### src/rtl/mtrd_pkg.sv
// Shared types, constants and functions for the MT19937 range draw block.
// Used by mtrd_ctrl, mtrd_dp and the top level; depends on nothing.

package mtrd_pkg;

   // Generator geometry
   localparam int STATE_WORDS  = 624;
   localparam int SHIFT_OFFSET = 397;
   localparam int IDX_W        = $clog2(STATE_WORDS + 2);
   localparam int WORD_W       = 32;
   localparam int SPAN_W       = WORD_W + 1;

   localparam logic [IDX_W-1:0] IDX_LAST   = IDX_W'(STATE_WORDS - 1);
   localparam logic [IDX_W-1:0] IDX_REGEN  = IDX_W'(STATE_WORDS);
   localparam logic [IDX_W-1:0] IDX_UNSEED = IDX_W'(STATE_WORDS + 1);
   localparam logic [IDX_W-1:0] IDX_FAR    = IDX_W'(SHIFT_OFFSET);
   localparam logic [IDX_W-1:0] IDX_WRAP   = IDX_W'(STATE_WORDS - SHIFT_OFFSET);

   // Algorithm constants
   localparam logic [WORD_W-1:0] TW_MATRIX   = 32'h9908_b0df;
   localparam logic [WORD_W-1:0] TW_UPPER    = 32'h8000_0000;
   localparam logic [WORD_W-1:0] TW_LOWER    = 32'h7fff_ffff;
   localparam logic [WORD_W-1:0] TW_INIT_MUL = 32'd1812433253;
   localparam logic [WORD_W-1:0] TW_TEMPER_B = 32'h9d2c_5680;
   localparam logic [WORD_W-1:0] TW_TEMPER_C = 32'hefc6_0000;
   localparam logic [WORD_W-1:0] TW_RESET_SEED = 32'd5489;

   // Per-cycle command from the controller to the datapath
   typedef enum logic [2:0] {
      OP_NONE,
      OP_ACCEPT,   // capture bounds of the incoming transaction
      OP_FILL,     // write one seeded word (index 0 takes the seed)
      OP_PRIME,    // read word 0 ahead of the twist pass
      OP_TWIST,    // read next/far words; write the twisted word in the next cycle
      OP_DRAW,     // read the word to temper
      OP_OUT       // load the result register
   } op_type;

   typedef struct packed {
      op_type           op;
      logic [IDX_W-1:0] idx;
   } cmd_type;

   typedef struct packed {
      logic out_free;   // result register empty or being taken this cycle
   } status_type;

   // Output tempering
   function automatic logic [WORD_W-1:0] temper(input logic [WORD_W-1:0] w);
      logic [WORD_W-1:0] y;
      y = w;
      y = y ^ (y >> 11);
      y = y ^ ((y << 7) & TW_TEMPER_B);
      y = y ^ ((y << 15) & TW_TEMPER_C);
      y = y ^ (y >> 18);
      return y;
   endfunction

   // One step of the twist recurrence
   function automatic logic [WORD_W-1:0] twist(input logic [WORD_W-1:0] a,
                                               input logic [WORD_W-1:0] b,
                                               input logic [WORD_W-1:0] far);
      logic [WORD_W-1:0] y;
      logic [WORD_W-1:0] r;
      y = (a & TW_UPPER) | (b & TW_LOWER);
      r = far ^ (y >> 1);
      if (y[0]) begin
         r = r ^ TW_MATRIX;
      end
      return r;
   endfunction

endpackage

### src/rtl/mtrd_ctrl.sv
// Sequencer for the range draw: seeding, twist pass and draw steps.
// Depends on mtrd_pkg; drives the datapath through cmd_type commands.

module mtrd_ctrl (
   input  logic                 clock,
   input  logic                 reset,
   input  logic                 req_tvalid,
   output logic                 req_tready,
   input  logic                 csr_wr_en,
   input  mtrd_pkg::status_type status,
   output mtrd_pkg::cmd_type    cmd
);

   typedef enum logic [2:0] {
      ST_IDLE,
      ST_FILL,
      ST_PRIME,
      ST_TWIST,
      ST_DRAW,
      ST_CALC,
      ST_OUT
   } state_type;

   state_type                  state_ff, state_in;
   logic [mtrd_pkg::IDX_W-1:0] cnt_ff, cnt_in;
   logic [mtrd_pkg::IDX_W-1:0] word_index_ff, word_index_in;

   assign req_tready = (state_ff == ST_IDLE);

   // Next state, counters and per-cycle command
   always_comb begin
      state_in      = state_ff;
      cnt_in        = cnt_ff;
      word_index_in = word_index_ff;
      cmd.op        = mtrd_pkg::OP_NONE;
      cmd.idx       = cnt_ff;
      case (state_ff)
         ST_IDLE: begin
            if (csr_wr_en) begin
               word_index_in = mtrd_pkg::IDX_UNSEED;
            end
            if (req_tvalid) begin
               cmd.op = mtrd_pkg::OP_ACCEPT;
               cnt_in = '0;
               // a seed written at the accepting edge applies to this draw
               if (csr_wr_en || (word_index_ff == mtrd_pkg::IDX_UNSEED)) begin
                  state_in = ST_FILL;
               end else if (word_index_ff >= mtrd_pkg::IDX_REGEN) begin
                  state_in = ST_PRIME;
               end else begin
                  state_in = ST_DRAW;
               end
            end
         end
         ST_FILL: begin
            cmd.op = mtrd_pkg::OP_FILL;
            cnt_in = cnt_ff + 1'b1;
            if (cnt_ff == mtrd_pkg::IDX_LAST) begin
               state_in = ST_PRIME;
            end
         end
         ST_PRIME: begin
            cmd.op   = mtrd_pkg::OP_PRIME;
            cmd.idx  = '0;
            cnt_in   = '0;
            state_in = ST_TWIST;
         end
         ST_TWIST: begin
            cmd.op = mtrd_pkg::OP_TWIST;
            cnt_in = cnt_ff + 1'b1;
            if (cnt_ff == mtrd_pkg::IDX_LAST) begin
               word_index_in = '0;
               state_in      = ST_DRAW;
            end
         end
         ST_DRAW: begin
            cmd.op        = mtrd_pkg::OP_DRAW;
            cmd.idx       = word_index_ff;
            word_index_in = word_index_ff + 1'b1;
            state_in      = ST_CALC;
         end
         ST_CALC: begin
            // datapath tempers and multiplies the word read last cycle
            state_in = ST_OUT;
         end
         ST_OUT: begin
            if (status.out_free) begin
               cmd.op   = mtrd_pkg::OP_OUT;
               state_in = ST_IDLE;
            end
         end
         default: begin
            state_in = ST_IDLE;
         end
      endcase
   end

   // State and counters
   always_ff @(posedge clock) begin
      if (reset) begin
         state_ff      <= ST_IDLE;
         cnt_ff        <= '0;
         word_index_ff <= mtrd_pkg::IDX_UNSEED;
      end else begin
         state_ff      <= state_in;
         cnt_ff        <= cnt_in;
         word_index_ff <= word_index_in;
      end
   end

endmodule

### config.mk
export PLATFORM = sky130hd
export DESIGN_NAME = mtrd_ctrl
export DESIGN_NICKNAME = d
export VERILOG_FILES = /design/src/rtl/mtrd_pkg.sv /design/src/rtl/mtrd_ctrl.sv
export SDC_FILE = /design/constraint.sdc
export NUM_CORES = 1
export LEC_CHECK = 0
export ABC_CLOCK_PERIOD_IN_PS = 1630
export BUFFER_PORTS_ARGS = -buffer_cell sky130_fd_sc_hd__buf_2
export CAP_MARGIN = 0
export CORE_ASPECT_RATIO = 2
export CORE_MARGIN = 2
export CORE_UTILIZATION = 55
export CTS_BUF_LIST = sky130_fd_sc_hd__clkbuf_16
export DETAILED_ROUTE_END_ITERATION = 12
export GPL_TIMING_DRIVEN = 0
export PLACE_DENSITY = 0.76
export REMOVE_ABC_BUFFERS = 1
export SLEW_MARGIN = 20
export SYNTH_ARGS = -nofsm -noshare
export SYNTH_HDL_FRONTEND = slang
export SYNTH_SLANG_ARGS = --single-unit
### constraint.sdc
create_clock -name clock -period 1.63 [get_ports clock]
set_input_delay 0.0815 -clock clock [delete_from_list [all_inputs] [get_ports clock]]
set_output_delay 0.0815 -clock clock [all_outputs]
set_load 0.02 [all_outputs]
# Word-level counts from Yosys, hierarchy flattened
# Index checks and enable logic that the tools add are counted.
dict set report word_totals {
  elab_cells 43
  inputBits 5
  output_inout_bits 14
  reg_bits 23
}
dict set report classes {
  magnitude_cmp 1
  n_eq_ne 13
  add_sub_neg 2
  n_reduce_logical 8
  n_mux 16
}
# op n
set ops {}
lappend ops {{$pmux W10 S3} 2}
lappend ops {{$mux W10} 3}
lappend ops {{$mux W3} 7}
lappend ops {{$pmux W3 S7} 1}
lappend ops {{$add A10 B1 Y10 const B} 2}
lappend ops {{$eq A10 B10 Y1 const B} 2}
lappend ops {{$pmux W10 S2} 1}
lappend ops {{$pmux W3 S6} 1}
lappend ops {{$ge A10 B10 Y1 const B} 1}
lappend ops {{$eq A3 B3 Y1 const B} 3}
lappend ops {{$ne A2 B2 Y1 const B} 4}
lappend ops {{$eq A3 B2 Y1 const B} 2}
lappend ops {{$reduce_bool A3 Y1} 2}
lappend ops {{$reduce_and A4 Y1} 1}
lappend ops {{$eq A3 B1 Y1 const B} 1}
lappend ops {{$logic_not A3 Y1} 1}
lappend ops {{$reduce_and A3 Y1} 1}
lappend ops {{$ne A2 B1 Y1 const B} 1}
lappend ops {{$reduce_and A2 Y1} 1}
lappend ops {{$reduce_or A2 Y1} 1}
lappend ops {{$logic_or A1 B1 Y1} 1}
lappend ops {{$mux W1} 1}

# Longest topological paths before layout
# Gate-level depths: netlist of run 1.
dict set report logic_depth {
  word_depth 5
  ltp_mapped 7
  ltp_nobuf 6
}

# Least setup slack after synthesis of run 1
# Ideal clock, no wire load.
dict set report synth_timing {
  path_type {register to register}
  start {register state_ff[1]}
  end {register state_ff[0]}
  arrival_ns 1.585
  n_path_buf 1
  setup_ns 0.070
  setup_slack_ns -0.026
  path_stages_with_launch 6
  required_ns 1.560
  period_less_slack_ns 1.656
  path_cell_list {dfxtp_1 -> buf_6 -> nor3_1 -> a211oi_1 -> a21bo_2 -> a21oi_1}
}
dict set report synth_between {
  elab_chain_cells 3
  elab_cells_between_ends 13
  cone_classes {eq/ne (10); mux (1); reduce/logical (2)}
}
# element line
set synth_lines {}
lappend synth_lines {{start: declaration} mtrd_ctrl.sv:24} ;# state_type state_ff, state_in;
lappend synth_lines {{start signal: assignment} mtrd_ctrl.sv:105} ;# state_ff <= state_in;
lappend synth_lines {{$eq A3 B1 Y1, or another cell as far along} mtrd_ctrl.sv:37} ;# case (state_ff)
lappend synth_lines {{$ne A2 B2 Y1 (no source line)} --}
lappend synth_lines {{$reduce_and A4 Y1 (no source line)} --}
# Several ways; a longest one is shown, not always the timed one.
# A chain may end at the register's enable or synchronous reset.

# Worst setup path after layout of run 1
dict set report layout_timing {
  start {register state_ff[2]}
  end {register cnt_ff[7] (netlist bit)}
}
dict set report layout_between {
  elab_chain_cells 4
  elab_cells_between_ends 9
  cone_classes {eq/ne (4); mux (1); reduce/logical (4)}
}
# element line
set layout_lines {}
lappend layout_lines {{$eq A3 B2 Y1 / $eq A3 B1 Y1 (equally long branches)} mtrd_ctrl.sv:37}
lappend layout_lines {{$reduce_or A2 Y1 (no source line)} --}
lappend layout_lines {{$reduce_bool A3 Y1 (no source line)} --}
lappend layout_lines {{$reduce_and A2 Y1 (no source line)} --}
lappend layout_lines {{end signal: assignment} mtrd_ctrl.sv:106} ;# cnt_ff <= cnt_in;
lappend layout_lines {{end: declaration} mtrd_ctrl.sv:25} ;# logic [mtrd_pkg::IDX_W-1:0] cnt_ff, cnt_in;
# Several ways; a longest one is shown, not always the timed one.

==> out/metrics.cfg, run 1 <==
[status]
status = complete, no violations

[routing]
antenna_left = 0
wire_per_inst_um = 20.2
wl_mm = 5.23
vias = 1821
vias_per_cell = 7.03
drc = 0
first_pass_iters = 5
drt-initial-drc-count = 111

[global_route]
track_usage_pct = 28.0
antenna_found_initial = 0
grt_max_degree = 20
grt_pass1_wl_mm = 7.82
grt_pass1_vias = 1666
grt.overflow.total = 0

[yosys]
ys_types = 55
synthCells = 209
synth_seq_cells = 23
yosys_warnings = 0
synth.cell_area_mm2 = 0.00170
synth.yosys.seq_area_share_pct = 27.1
synth_edf_count = 0
synth_ff_type = dfxtp_1
async_flop_share_pct = 0
syn_area_per_cell_um2 = 8.12

[worst_setup_path]
r2r_cells = 4
arrival_ns = 1.81
crit_chain = buf_8 > or3_4 > or4_4 > a21oi_2
cp_num_buf_inv = 1
path_max_fanout = 18
worst_path_max_delay_cell = or4_4
r2r-end = cnt_ff[7]
end_kind = flop
slowest_delay_ns = 0.42
r2r_slack_ns = 0.007
crit_type = flop to flop
start_kind = flop
crit_family = simple AND/OR/NAND/NOR gates
crit_cells = 4
critPathCapture = cnt_ff[7]
worstPathRequired_ns = 1.82
r2r-start = state_ff[2]
cp-startpoint = state_ff[2]

[placement]
port_buffers = 18
gp_congestion = 0.896
place_hpwl_mm = 3.19
dp_slack_ns = -0.737

[min_path]
min_path_type = primary input to flop

[die]
io_pins = 19
rows = 28
start_util_pct = 57.7
core_area_mm2 = 0.00294
fp.dieW_um = 43.3
fp.dieH_um = 82.6
die-area_mm2 = 0.00357

[pwr]
leakage_nw = 0.828
ir_drop_mv = 0.688
p_per_area_mw_per_mm2 = 818

[sta]
fin_worst_skew_ns = 0.00288
finalMaxSlewViolations = 0
rsz0062_at_grt = yes
hold_viol_final = 0
period_share_pct = 99.6
setup_viol = 0
fin_hold_ws_ns = 0.207
maxSlewHeadroom_pct = 68.1
fin_crit_ns = 1.62
fmax_mhz = 616
layout_setup_ws_ns = 0.00684
tightestPinTransition_ns = 0.479

[clock_network]
cts_sinks = 23
htree_levels = 1
cts.clk_slew.worst_paths_ns = 0.06
ctsHoldBuffers = 0
root_buffer = clkbuf_16
cts_tree = done
cts_max_path_buffers = 2
numCtsBuffers = 3
clkLatencyLatePin_ns = 0.26

[cells_and_area]
antenna_cells = 0
finalNetCount = 239
final_util_pct = 69.1
syn_to_final_growth_pct = 19.7
fillCellCount = 243
regArea_um2 = 479
multi_input_area_mm2 = 0.00118
drive_gt1_share_pct = 29.7

[run]
drv_cap = 0

-- worst register-to-register path: cells and delay by family (launching register included) --
kind	cells	cell delay [ns]
flops	1	0.40
buf+inv	1	0.17
compound gates	1	0.14
simple gates	2	0.85
-- area by class of cell --
| class | count | area share [%] |
|---|---|---|
| tap | 30 | 1.85 |
| clock inverter | 1 | 0.246 |
| timing repair buffer | 34 | 10.9 |
| inverter | 8 | 1.48 |
| multi-input combinational | 160 | 58.3 |
| sequential | 23 | 23.6 |
| clock buffer | 3 | 3.69 |
-- synthesized netlist by cell type, types with 3 or more instances --
library cell | n | share of area (%)
a21oi_1 | 9 | 2.7
nand4_1 | 4 | 1.5
or3_1 | 3 | 1.1
and3_1 | 4 | 1.5
nand2_1 | 10 | 2.2
and2_1 | 3 | 1.1
nor2_1 | 18 | 4.0
o21ai_0 | 8 | 2.4
xnor2_1 | 5 | 2.6
ha_1 | 4 | 2.9
a211oi_1 | 4 | 1.8
buf_2 | 6 | 1.8
dfxtp_1 | 23 | 27
a32oi_1 | 4 | 2.1
nor4_1 | 4 | 1.5
nand3_1 | 8 | 2.4
nor3_1 | 6 | 1.8
a31o_2 | 3 | 1.5
a22o_1 | 20 | 10
a31oi_1 | 3 | 1.1
clkbuf_1 | 8 | 1.8
inv_1 | 8 | 1.8
-- layout by cell type, fill, tap and decap left out, types with 3 or more instances in the layout --
cell       Yosys  layout
ha_1           4       3
nand2_1       10      10
a31oi_1        3       3
buf_4          1      14
nand3_1        8       8
a22o_1        20      20
a211oi_1       4       4
dfxtp_4        0       4
o21ai_0        8       8
a31o_2         3       3
a21oi_1        9       8
inv_1          8       8
and3_1         4       4
nor2_1        18      17
buf_2          6      18
clkbuf_16      0       3
a32oi_1        4       4
dfxtp_2        0       3
nor3_1         6       6
nor4_1         4       4
xnor2_1        5       5
dfxtp_1       23      16
and2_1         3       3
nand4_1        4       4
-- repair_timing --
action | CTS | global route
setup buffers | 7 | 9
pin swaps | 1 | 2
gates cloned | 0 | 1
endpoints found under the setup margin | 37 | 11
gates resized for setup | 14 | 12
-- per-layer routing --
| metal | global-route usage (%) | vias to the layer above | share of wire [%] |
|---|---|---|---|
| met5 | 0 | - | 0 |
| met4 | 13.9 | 0 | 3.0 |
| met3 | 3.04 | 16 | 5.8 |
| met2 | 53.1 | 99 | 55 |
| met1 | 29.3 | 877 | 36 |
| li1 | - | 829 | - |
-- power by group --
group,internal (mW),switching (mW)
registers,0.583,0.0601
logic,0.195,0.283
clock network,0.330,0.212
total,1.11,0.555
-- flip-flops by register name (all words and copies together) (netlist names) --
register / flops
cnt_ff: 10
state_ff: 3
word_index_ff: 10
-- how the worst min path moves through the flow --
stage	from	end	slack, ns	cells after the start
floorplan	reset	cnt_ff[1]	0.15	1
global placement	reset	word_index_ff[1]	0.45	2
detailed placement	reset	word_index_ff[1]	0.47	2
CTS	reset	word_index_ff[1]	0.21	2
global route	reset	word_index_ff[8]	0.24	2
finish	reset	word_index_ff[1]	0.21	2
-- stage by stage --
| step | std cells | power [mW] | TNS (ns) | instance area, µm² |
|---|---|---|---|---|
| floorplan | 190 | 0.901 | -4.13 | 1600 |
| global placement | 238 | 0.997 | -13.52 | 1730 |
| detailed placement | 238 | 1.01 | -15.41 | 1730 |
| CTS | 249 | 1.59 | 0 | 1910 |
| global route | 259 | 1.73 | -0.175 | 2030 |
| finish | 259 | 1.66 | 0 | 2030 |
-- kinds of logic (layout without fill, tap and decap cells) --
kind of cell,count (synthesis),after routing,share of synthesized area [%]
adder cells (fa/ha/maj),4,4,2.95
multiplexers,1,1,0.590
AO/OA/AOI/OAI,70,70,31.2
XOR/XNOR,7,7,3.61
AND/OR/NAND/NOR,77,78,27.0
buffers and inverters,27,46,7.52
flip-flops,23,23,27.1
Power figures use the tool's default switching activity.
==> inputs of run 2 (changes only) <==
--- a/config.mk
+++ b/config.mk
@@ -6,4 +6,5 @@
 export NUM_CORES = 1
 export LEC_CHECK = 0
+export ABC_AREA = 1
 export ABC_CLOCK_PERIOD_IN_PS = 1630
 export BUFFER_PORTS_ARGS = -buffer_cell sky130_fd_sc_hd__buf_2
@@ -11,9 +12,9 @@
 export CORE_ASPECT_RATIO = 2
 export CORE_MARGIN = 2
-export CORE_UTILIZATION = 55
+export CORE_UTILIZATION = 57
 export CTS_BUF_LIST = sky130_fd_sc_hd__clkbuf_16
 export DETAILED_ROUTE_END_ITERATION = 12
 export GPL_TIMING_DRIVEN = 0
-export PLACE_DENSITY = 0.76
+export PLACE_DENSITY = 0.78
 export REMOVE_ABC_BUFFERS = 1
 export SLEW_MARGIN = 20
==> constraint.sdc (replaced) <==
create_clock -name clock -period 1.63 [get_ports clock]
set_input_delay 0.0815 -clock clock [delete_from_list [all_inputs] [get_ports clock]]
set_output_delay 0.0815 -clock clock [all_outputs]
set_load 0.005 [all_outputs]
==> run 2 against run 1 <==
Compared with the run above:
- clock power rose by 1%
- clock skew rose by 0.0022 ns
- sequential share of layout area rose by 2.5 points
- wire length fell by 25%
- via count fell by 7.5%
- total power rose by 64%
==> out/metrics.cfg, run 2 <==
[status]
status = complete, no violations

[placement]
port_buffers = 18
dp_cells = 299
place_hpwl_mm = 2.92
dp_slack_ns = -0.199
gp_congestion = 0.841

[routing]
antenna_left = 0
vias_per_cell = 5.54
first_pass_iters = 4
wl_mm = 3.94
wire_per_inst_um = 13.0
vias = 1684
drc = 0
drt-initial-drc-count = 61

[min_path]
min_path_type = primary input to flop

[global_route]
grt_pass1_vias = 1456
antenna_found_initial = 0
track_usage_pct = 26.6
grt.overflow.total = 0
grt_max_degree = 18
grt_pass1_wl_mm = 5.98

[cells_and_area]
multi_input_area_um2 = 940
regArea_um2 = 468
finalNetCount = 286
syn_to_final_growth_pct = 16.2
fillCellCount = 255
layout_common_cells = nand2_1 (69), inv_1 (36), nand3_1 (24)
final_common_cell = nand2_1
finalNonFillerCells = 304
drive_gt1_share_pct = 17.8
layout_top_registers = cnt_ff (10), word_index_ff (10), state_ff (3)
final_util_pct = 69.8
antenna_cells = 0

[yosys]
synth.yosys.seq_area_share_pct = 29.8
synth_top_area_share_pct = 29.8
yosys_warnings = 0
async_flop_share_pct = 0
syn_area_per_cell_um2 = 6.00
synth.cell_area_mm2 = 0.00154
synthCells = 257
synthTopCellsByArea = dfxtp_1 (30%), nand2_1 (17%), inv_1 (9.5%)
synth_most_common_cell = nand2_1
synth_seq_cells = 23
synth_ff_type = dfxtp_1
synth_edf_count = 0
synth_top_cell_by_area = dfxtp_1
ys_types = 25
synthTopCellsByCount = nand2_1 (70), inv_1 (39), nand3_1 (24), dfxtp_1 (23), nor2_1 (22)

[pwr]
leakage_nw = 0.843
p_per_area_mw_per_mm2 = 1530
ir_drop_mv = 1.32

[sta]
fin_worst_skew_ns = 0.00508
layout_setup_ws_ns = 0.0782
period_share_pct = 95.2
fmax_mhz = 644
fin_tns_setup_ns = 0
finalMaxSlewViolations = 0
rsz0062_at_grt = no
tightestPinTransition_ns = 0.382
setup_viol = 0
fin_hold_ws_ns = 0.122
maxSlewHeadroom_pct = 74.4
fin_crit_ns = 1.55
hold_viol_final = 0

[worst_setup_path]
end_kind = output port
crit_chain = nor2_4 > nand2_8 > inv_4 > nor2_4 > inv_4 > o22ai_1 > buf_2
start_kind = flop
worstPathRequired_ns = 1.55
slowest_delay_ns = 0.39
crit_type = flop to output port
path_max_fanout = 17
arrival_ns = 1.47
worst_path_max_delay_cell = dfxtp_2

[die]
start_util_pct = 60.0
fp.dieH_um = 77.6
rows = 26
io_pins = 19
fp.dieW_um = 40.8
die-area_mm2 = 0.00316
core_area_mm2 = 0.00257

[clock_network]
htree_levels = 1
ctsHoldBuffers = 0
numCtsBuffers = 3
cts.clk_slew.worst_paths_ns = 0.06
cts_tree = done
cts_max_path_buffers = 2
clkLatencyLatePin_ns = 0.26
root_buffer = clkbuf_16
cts_sinks = 23

[run]
drv_cap = 0

-- run 2: per-layer routing --
metal  part of all wire, %  global-route usage (%)  vias to the layer above
li1                      -                       -                      870
met1                    40                    27.1                      755
met2                    54                    45.2                       48
met3                   3.1                    4.57                       11
met4                   2.9                    15.7                        0
met5                     0                       0                        -
-- run 2: worst paths after layout --
kind,depth (start not counted),start,slack [ns],end
setup / recovery,7,state_ff[0],0.08,cmd[9]
setup reg to reg,8,cnt_ff[0],0.09,word_index_ff[9]
hold / removal,4,status,0.12,state_ff[2]
hold reg to reg,2,cnt_ff[9],0.49,cnt_ff[9]
-- run 2: critical path, delay by kind of cell (launching register included) --
family / cells / cell delay [ns]
compound gates: 1 / 0.14
simple gates: 3 / 0.36
buf+inv: 3 / 0.30
flops: 1 / 0.39
-- run 2: cell type report --
type	count	area share [%]
repair buffers	19	5.44
well taps	28	1.95
clock inverters	1	0.419
multi-input cells	186	52.4
inverters	44	9.49
clock buffers	3	4.19
flip-flops and latches	23	26.1
-- run 2: stage by stage --
step | power, mW | area (µm²)
after global routing | 2.94 | 1790
final | 2.74 | 1790
after CTS | 2.70 | 1780
after detailed placement | 2.02 | 1650
after floorplan | 1.67 | 1520
after global placement | 2.01 | 1650
-- run 2: report_power, final --
| group | total (mW) | switching, mW | internal [mW] |
|---|---|---|---|
| Sequential | 0.792 | 0.133 | 0.658 |
| Combinational | 1.39 | 0.911 | 0.481 |
| Clock | 0.551 | 0.218 | 0.333 |
-- run 2: logic make-up after synthesis --
logic type / after synthesis / share of synthesized area, %
flip-flops: 23 / 29.8
buffers and inverters: 48 / 12.0
adder cells (fa/ha/maj): 4 / 3.24
AO/OA/AOI/OAI: 44 / 15.9
AND/OR/NAND/NOR: 137 / 38.4
XOR/XNOR: 1 / 0.568
-- run 2: what timing repair did --
| item | 4_1_cts | 5_1_grt |
|---|---|---|
| setup buffers | 1 | 0 |
| setup endpoints to repair | 23 | 19 |
| gates resized for setup | 13 | 7 |
| pin swaps | 1 | 1 |
